--- src/hdl/buss_pkg.sv ---
// shared types and constants for the bounded unique set store
// no dependencies; imported by buss_cell and bounded_unique_set_store_core
package buss_pkg;

	localparam int VALUE_W  = 32;
	localparam int CMD_W    = 2;
	localparam int STATUS_W = 2;
	localparam int COUNT_W  = 5;

	// command codes
	localparam logic [CMD_W-1:0] CMD_INSERT   = 2'd0;
	localparam logic [CMD_W-1:0] CMD_DELETE   = 2'd1;
	localparam logic [CMD_W-1:0] CMD_CONTAINS = 2'd2;

	// status codes
	localparam logic [STATUS_W-1:0] ST_OK   = 2'd0;
	localparam logic [STATUS_W-1:0] ST_MISS = 2'd1;
	localparam logic [STATUS_W-1:0] ST_FULL = 2'd2;

	// link between neighbouring cells: sweep token and match-seen flag
	typedef struct packed {
		logic tok;
		logic fnd;
	} link_t;

endpackage

--- src/hdl/buss_cell.sv ---
// one storage cell of the set store chain: value register, local compare,
// delete shift from the upper neighbour, insert write; uses buss_pkg
module buss_cell import buss_pkg::*; #(
	parameter int CNT_W = 5,
	parameter int INDEX = 0
) (
	input  logic                      clk,
	input  logic                      arst_n,
	input  link_t                     link_in,
	output link_t                     link_out,
	input  logic signed [VALUE_W-1:0] key,
	input  logic                      del,
	input  logic                      ins_wr,
	input  logic        [CNT_W-1:0]   count,
	input  logic signed [VALUE_W-1:0] next_val,
	output logic signed [VALUE_W-1:0] val
);

	logic signed [VALUE_W-1:0] val_q;
	link_t                     link_q;
	logic                      live;
	logic                      hit;
	logic                      fnd_here;

	assign live     = CNT_W'(INDEX) < count;
	assign hit      = link_in.tok && live && (val_q == key);
	assign fnd_here = link_in.fnd || hit;

	always_ff @(posedge clk or negedge arst_n) begin
		if (!arst_n) begin
			link_q <= '0;
		end else begin
			link_q.tok <= link_in.tok;
			link_q.fnd <= link_in.tok && fnd_here;
		end
	end

	// at or above the deleted entry: pull the neighbour's value down
	always_ff @(posedge clk) begin
		if (link_in.tok && del && fnd_here) begin
			val_q <= next_val;
		end else if (ins_wr && (count == CNT_W'(INDEX))) begin
			val_q <= key;
		end
	end

	assign link_out = link_q;
	assign val      = val_q;

endmodule

--- src/hdl/bounded_unique_set_store_core.sv ---
// bounded unique set store: a start transfer sets launch_q, then the sweep token passes
// each cell's link register; done is registered from the token that leaves the last cell
// one item at a time; busy falls with the strobe, and no new item is taken while busy
// the sweep token walks the cell chain one cell per cycle
// reset clears the element count, busy and the strobe; stored values stay undefined
// the receiver cannot stall: each done strobe is shown for exactly one cycle
// depends on buss_pkg and buss_cell
module bounded_unique_set_store_core import buss_pkg::*; #(
	parameter int CAPACITY = 16
) (
	input  logic                       clk,
	input  logic                       arst_n,
	input  logic                       start,
	output logic                       busy,
	input  logic        [CMD_W-1:0]    cmd,
	input  logic signed [VALUE_W-1:0]  value,
	output logic                       done,
	output logic        [STATUS_W-1:0] status,
	output logic        [COUNT_W-1:0]  count
);

	localparam int CNT_W = $clog2(CAPACITY + 1);

	// command register and sweep launch
	logic                      accept;
	logic                      busy_q;
	logic                      launch_q;
	logic        [CMD_W-1:0]   cmd_q;
	logic signed [VALUE_W-1:0] key_q;

	// element count and result registers
	logic [CNT_W-1:0]    count_q;
	logic                done_q;
	logic [STATUS_W-1:0] status_q;

	// chain wiring: link i feeds cell i, link CAPACITY leaves the last cell
	link_t                     chain [CAPACITY+1];
	logic signed [VALUE_W-1:0] vals  [CAPACITY];
	logic        [CAPACITY:0]  tok_vec;

	// end-of-sweep decision
	logic                finish;
	logic                found;
	logic                full;
	logic                del;
	logic                ins_wr;
	logic [STATUS_W-1:0] status_nxt;
	logic [CNT_W-1:0]    count_nxt;

	assign accept = start && !busy_q;

	// a command transfer latches the operands and launches the token into cell 0
	always_ff @(posedge clk) begin
		if (accept) begin
			cmd_q <= cmd;
			key_q <= value;
		end
	end

	always_ff @(posedge clk or negedge arst_n) begin
		if (!arst_n) begin
			busy_q   <= 1'b0;
			launch_q <= 1'b0;
		end else begin
			launch_q <= accept;
			if (accept) begin
				busy_q <= 1'b1;
			end else if (finish) begin
				busy_q <= 1'b0;
			end
		end
	end

	assign chain[0] = '{tok: launch_q, fnd: 1'b0};
	assign del      = (cmd_q == CMD_DELETE);

	// row of cells; the top cell has no upper neighbour and refills from itself
	for (genvar i = 0; i < CAPACITY; i++) begin : g_cell
		logic signed [VALUE_W-1:0] nbr;

		if (i == CAPACITY - 1) begin : g_top
			assign nbr = vals[i];
		end else begin : g_mid
			assign nbr = vals[i+1];
		end

		buss_cell #(
			.CNT_W (CNT_W),
			.INDEX (i)
		) u_cell (
			.clk      (clk),
			.arst_n   (arst_n),
			.link_in  (chain[i]),
			.link_out (chain[i+1]),
			.key      (key_q),
			.del      (del),
			.ins_wr   (ins_wr),
			.count    (count_q),
			.next_val (nbr),
			.val      (vals[i])
		);
	end

	for (genvar i = 0; i <= CAPACITY; i++) begin : g_tok
		assign tok_vec[i] = chain[i].tok;
	end

	// token leaving the last cell ends the sweep; its flag says whether any live cell matched
	assign finish = chain[CAPACITY].tok;
	assign found  = chain[CAPACITY].fnd;
	assign full   = (count_q >= CNT_W'(CAPACITY));

	always_comb begin
		status_nxt = ST_MISS;
		count_nxt  = count_q;
		case (cmd_q)
			CMD_INSERT: begin
				if (found) begin
					status_nxt = ST_MISS;
				end else if (full) begin
					status_nxt = ST_FULL;
				end else begin
					status_nxt = ST_OK;
					count_nxt  = count_q + CNT_W'(1);
				end
			end
			CMD_DELETE: begin
				if (found) begin
					status_nxt = ST_OK;
					count_nxt  = count_q - CNT_W'(1);
				end else begin
					status_nxt = ST_MISS;
				end
			end
			// contains, and the unused code behaves the same
			default: begin
				status_nxt = found ? ST_OK : ST_MISS;
			end
		endcase
	end

	// insert writes the cell at the current fill position
	assign ins_wr = finish && (cmd_q == CMD_INSERT) && !found && !full;

	always_ff @(posedge clk or negedge arst_n) begin
		if (!arst_n) begin
			count_q <= '0;
			done_q  <= 1'b0;
		end else begin
			done_q <= finish;
			if (finish) begin
				count_q <= count_nxt;
			end
		end
	end

	always_ff @(posedge clk) begin
		if (finish) begin
			status_q <= status_nxt;
		end
	end

	assign busy   = busy_q;
	assign done   = done_q;
	assign status = status_q;
	assign count  = COUNT_W'(count_q);

	// checks

	// only one sweep token is ever in flight; link 0 carries the launch itself
	a_one_token: assert property (@(posedge clk) disable iff (!arst_n)
		$onehot0(tok_vec))
		else $error("more than one sweep token in the chain");

	// the fill count never passes the capacity
	a_count_bound: assert property (@(posedge clk) disable iff (!arst_n)
		count_q <= CNT_W'(CAPACITY))
		else $error("element count above capacity");

	// a result strobe only follows a sweep that held busy
	a_done_busy: assert property (@(posedge clk) disable iff (!arst_n)
		done_q |-> $past(busy_q))
		else $error("result strobe without a command in progress");

	// a command transfer is always followed by busy and a launched token
	a_accept_launch: assert property (@(posedge clk) disable iff (!arst_n)
		accept |=> (busy_q && launch_q))
		else $error("accepted command did not launch a sweep");

endmodule
--- config.mk ---
export PLATFORM = sky130hd
export DESIGN_NAME = bounded_unique_set_store_core
export DESIGN_NICKNAME = d
export VERILOG_FILES = /design/src/hdl/buss_pkg.sv /design/src/hdl/buss_cell.sv /design/src/hdl/bounded_unique_set_store_core.sv
export SDC_FILE = /design/constraint.sdc
export NUM_CORES = 1
export LEC_CHECK = 0
export BUFFER_PORTS_ARGS = -buffer_cell sky130_fd_sc_hd__buf_2
export CAP_MARGIN = 20
export CORE_UTILIZATION = 55
export CTS_CLUSTER_SIZE = 14
export DETAILED_ROUTE_END_ITERATION = 8
export GPL_TIMING_DRIVEN = 1
export PLACE_DENSITY = 0.79
export SETUP_SLACK_MARGIN = 0.05
export SYNTH_ARGS = -nofsm -noshare
export SYNTH_HDL_FRONTEND = slang
export SYNTH_SLANG_ARGS = --single-unit
--- constraint.sdc ---
create_clock -name clk -period 4.5 [get_ports clk]
set_input_delay 0.45 -clock clk [delete_from_list [all_inputs] [get_ports clk]]
set_output_delay 0.45 -clock clk [all_outputs]
set_load 0.01 [all_outputs]
==> out/qor.yml <==
run_status:
  run_status: "finished, final reports clean"
sta:
  timing.fmax_mhz: 273
  fin_crit_sh_pct: 81.3
  worst_clock_skew_ps: 23.9
  holdWs_ps: 27.7
  grt_setup_unrepaired: "false"
  worst-slew-pin-transition_ps: 1080
  hold_viol_final: 0
  slew_headroom_pct: 27.6
  fin_crit_ps: 3660
  maxSlewViolCount: 0
  setup_viol: 0
  tns_ps: 0
clocking:
  root_buffer: "clkbuf_16"
  worstSkewPairLatency_ps: 620
  clkTransAtPathRegs_ps: 60
  cts_buffers: 58
  cts_max_path_buffers: 3
  cts_tree: "built"
  cts_htree_levels: 2
  cts_sinks: 588
synth:
  synthTopCellsByArea: "edfxtp_1 54%, mux2_2 16%, xnor2_1 11%"
  seq_area_frac_synth_pct: 56.9
  synthArstFlopShare_pct: 6.80
  synth_ff_type: "edfxtp_1"
  synthesis.area_sq_um: 30700
  syn_inst: 2105
  syn_nets: 2148
  yosysTopAreaCellShare_pct: 53.6
  synth_cell_types: 52
  ys_warn_count: 0
  synth_edf_count: 548
  ys_ff_latch: 588
  postSynthAreaPerCell_sq_um: 14.6
  yosys.area.top_type: "edfxtp_1"
setup_path:
  max_stage_delay_ps: 670
  startpoint: "key_q[13]$_DFFE_PP_"
  crit_path_end: "g_cell[14].u_cell.val[12]$_DFFE_PP_"
  r2r_start: "key_q[13]$_DFFE_PP_"
  critical_path_buf_inv_count: 2
  crit_fanout: 27
  endpoint_kind: "flip-flop"
  crit_chain: "buf_4, xnor2_1, nand4_1, nor4_1, nand4_1, a21oi_4, buf_4, mux2_2"
  timing.rr.end: "g_cell[14].u_cell.val[12]$_DFFE_PP_"
  cp-start-kind: "flip-flop"
  r2r_cells: 8
  crit_family: "simple AND/OR/NAND/NOR gates"
  cp_num_cells: 8
  required_ps: 4870
  crit_type: "flip-flop to flip-flop"
  r2r_slack_ps: 840
  slowest_stage: "edfxtp_1"
  arrival_ps: 4030
finish:
  layout.cells.non_filler: 2959
  finalNetCount: 2203
  multi_input_area_sq_um: 12000
  layout-drive-gt1-share_pct: 32.9
  seq_area_sq_um: 17500
  fillers: 4086
  area.growth.synth_to_final_pct: 10.3
global_route:
  grt_pass1_wl_um: 120000
  gr-total-overflow: 0
  gr-usage-all-layers_pct: 28.9
  grt_max_degree: 41
  grt_pass1_vias: 18300
  grt_antenna_before_repair: 3
hold_path:
  holdCritStartpoint: "value[31]"
  min_path_type: "input pin to flip-flop"
drt:
  drt-wirelength-per-cell_um: 27.4
  avgViaCountPerCell: 6.05
  routed_wl_um: 81000
  drtIter0Drc: 1888
  antenna_left: 0
  drc_errors: 0
  firstDrtPassIters: 6
  vias: 17900
pwr:
  leakagePower_nw: 11.0
  powerDensity_nw_per_um2: 318
  vdd_drop_max_v: 0.000336
  p_total_mw: 10.8
placement:
  hpwl_um: 54900
  placedCellCount: 2820
  numPortBuffers: 45
  place_congestion: 0.918
run:
  maxCapViolations: 0
die:
  die_x_um: 238
  die_h_um: 238
  dieArea_sq_um: 56800
  boundaryPins: 46
  core-area_sq_um: 55100
  fp-row-count: 86
  start_util_pct: 55.7
-- registers in the layout, indices dropped and copies added, names as in the netlist --
name and count:
g_cell.u_cell.val 512, status 2, cmd_q 2, done 1
busy 1, g_cell.u_cell.link_out 32, key_q 32, count 5
launch_q 1
-- where the power goes --
group | internal (mW) | total (mW) | switching (mW)
clock | 2.65 | 4.73 | 2.08
sequential | 5.90 | 5.92 | 0.0238
combinational | 0.0526 | 0.120 | 0.0671
total | 8.60 | 10.8 | 2.17
-- synthesized netlist by cell type, types with 2 or more instances --
master,number
o2111ai_1,3
mux2i_1,3
clkbuf_1,54
a21boi_0,3
nor2b_1,14
nand2_1,30
ha_1,6
a21o_1,13
nand4_1,91
or2_2,2
a31o_2,3
buf_2,40
nor3_1,16
mux2_2,444
nor2_1,14
a211oi_1,2
o21a_1,4
nor3b_1,3
a21oi_1,6
and4_1,4
nand3_1,16
a21oi_2,3
o22ai_1,4
nand2b_1,9
o211a_1,2
and3_1,8
edfxtp_1,548
nor2_2,8
inv_1,18
mux2_1,5
dfrtp_1,40
and2_1,2
mux2_4,29
buf_4,62
nor4_1,42
buf_6,27
xnor2_1,397
o21ai_0,3
a31oi_1,9
xor2_1,106
-- routing by layer --
metal	vias up	GRT usage [%]	part of all wire [%]
met2	846	46.6	48
met1	9000	38.1	39
met4	2	12.4	4.5
met5	-	0	0.021
li1	7825	-	-
met3	223	5.82	8.6
-- stage by stage --
step                      instance area [sq um]  worst slack, ps  util [%]
after global routing                      33900              742      61.5
after detailed placement                  31800              972      57.7
after global placement                    31800             1040      57.7
final                                     33900              840      61.5
after floorplan                           30700              917         -
after CTS                                 33900              948      61.5
-- layout make-up --
cell class	instances	area share [%]
sequential	588	51.5
multi-input combinational	1316	35.6
clock buffer	85	4.77
timing repair buffer	178	4.60
tap	748	2.76
clock inverter	24	0.573
inverter	18	0.199
antenna	2	0.0148
-- cell families (layout without fill, tap and decap cells) --
| family | count (synthesis) | count (layout) | synth area share [%] |
|---|---|---|---|
| AO/OA/AOI/OAI | 63 | 63 | 1.51 |
| XOR/XNOR | 503 | 503 | 14.3 |
| adder cells (fa/ha/maj) | 6 | 6 | 0.245 |
| buffers and inverters | 201 | 305 | 4.04 |
| flip-flops | 588 | 588 | 56.9 |
| multiplexers | 481 | 481 | 18.0 |
| other | 0 | 2 | 0 |
| AND/OR/NAND/NOR | 263 | 263 | 5.01 |
-- how the worst min path moves through the flow --
stage                                              end  slack [ps]  cells after the start
2_1_floorplan                         busy$_DFFE_PN0P_         150                      0
3_3_place_gp   g_cell[15].u_cell.link_out[1]$_DFF_PN0_         360                      0
3_5_place_dp   g_cell[15].u_cell.link_out[1]$_DFF_PN0_         370                      0
4_1_cts                            key_q[26]$_DFFE_PP_         0.6                      1
5_1_grt                            key_q[31]$_DFFE_PP_           9                      1
6_report                           key_q[31]$_DFFE_PP_          30                      1
-- placed cells by master (no fill, tap or decap), types with 18 or more instances in the layout --
cell	synthesis	routed
clkbuf_16	0	59
buf_2	40	45
nand4_1	91	91
dfrtp_1	40	40
mux2_4	29	29
xnor2_1	397	397
dlygate4sd3_1	0	28
buf_12	0	21
clkbuf_1	54	22
buf_4	62	84
nand2_1	30	30
mux2_2	444	444
edfxtp_1	548	548
xor2_1	106	106
nor4_1	42	42
inv_1	18	18
-- what timing repair did --
item                      in CTS  in global routing
setup buffers                  0                  0
hold endpoints to repair      66                  1
resized for setup              0                  0
hold buffers                  27                  1
No activity file was read; power rests on OpenSTA's default activity.
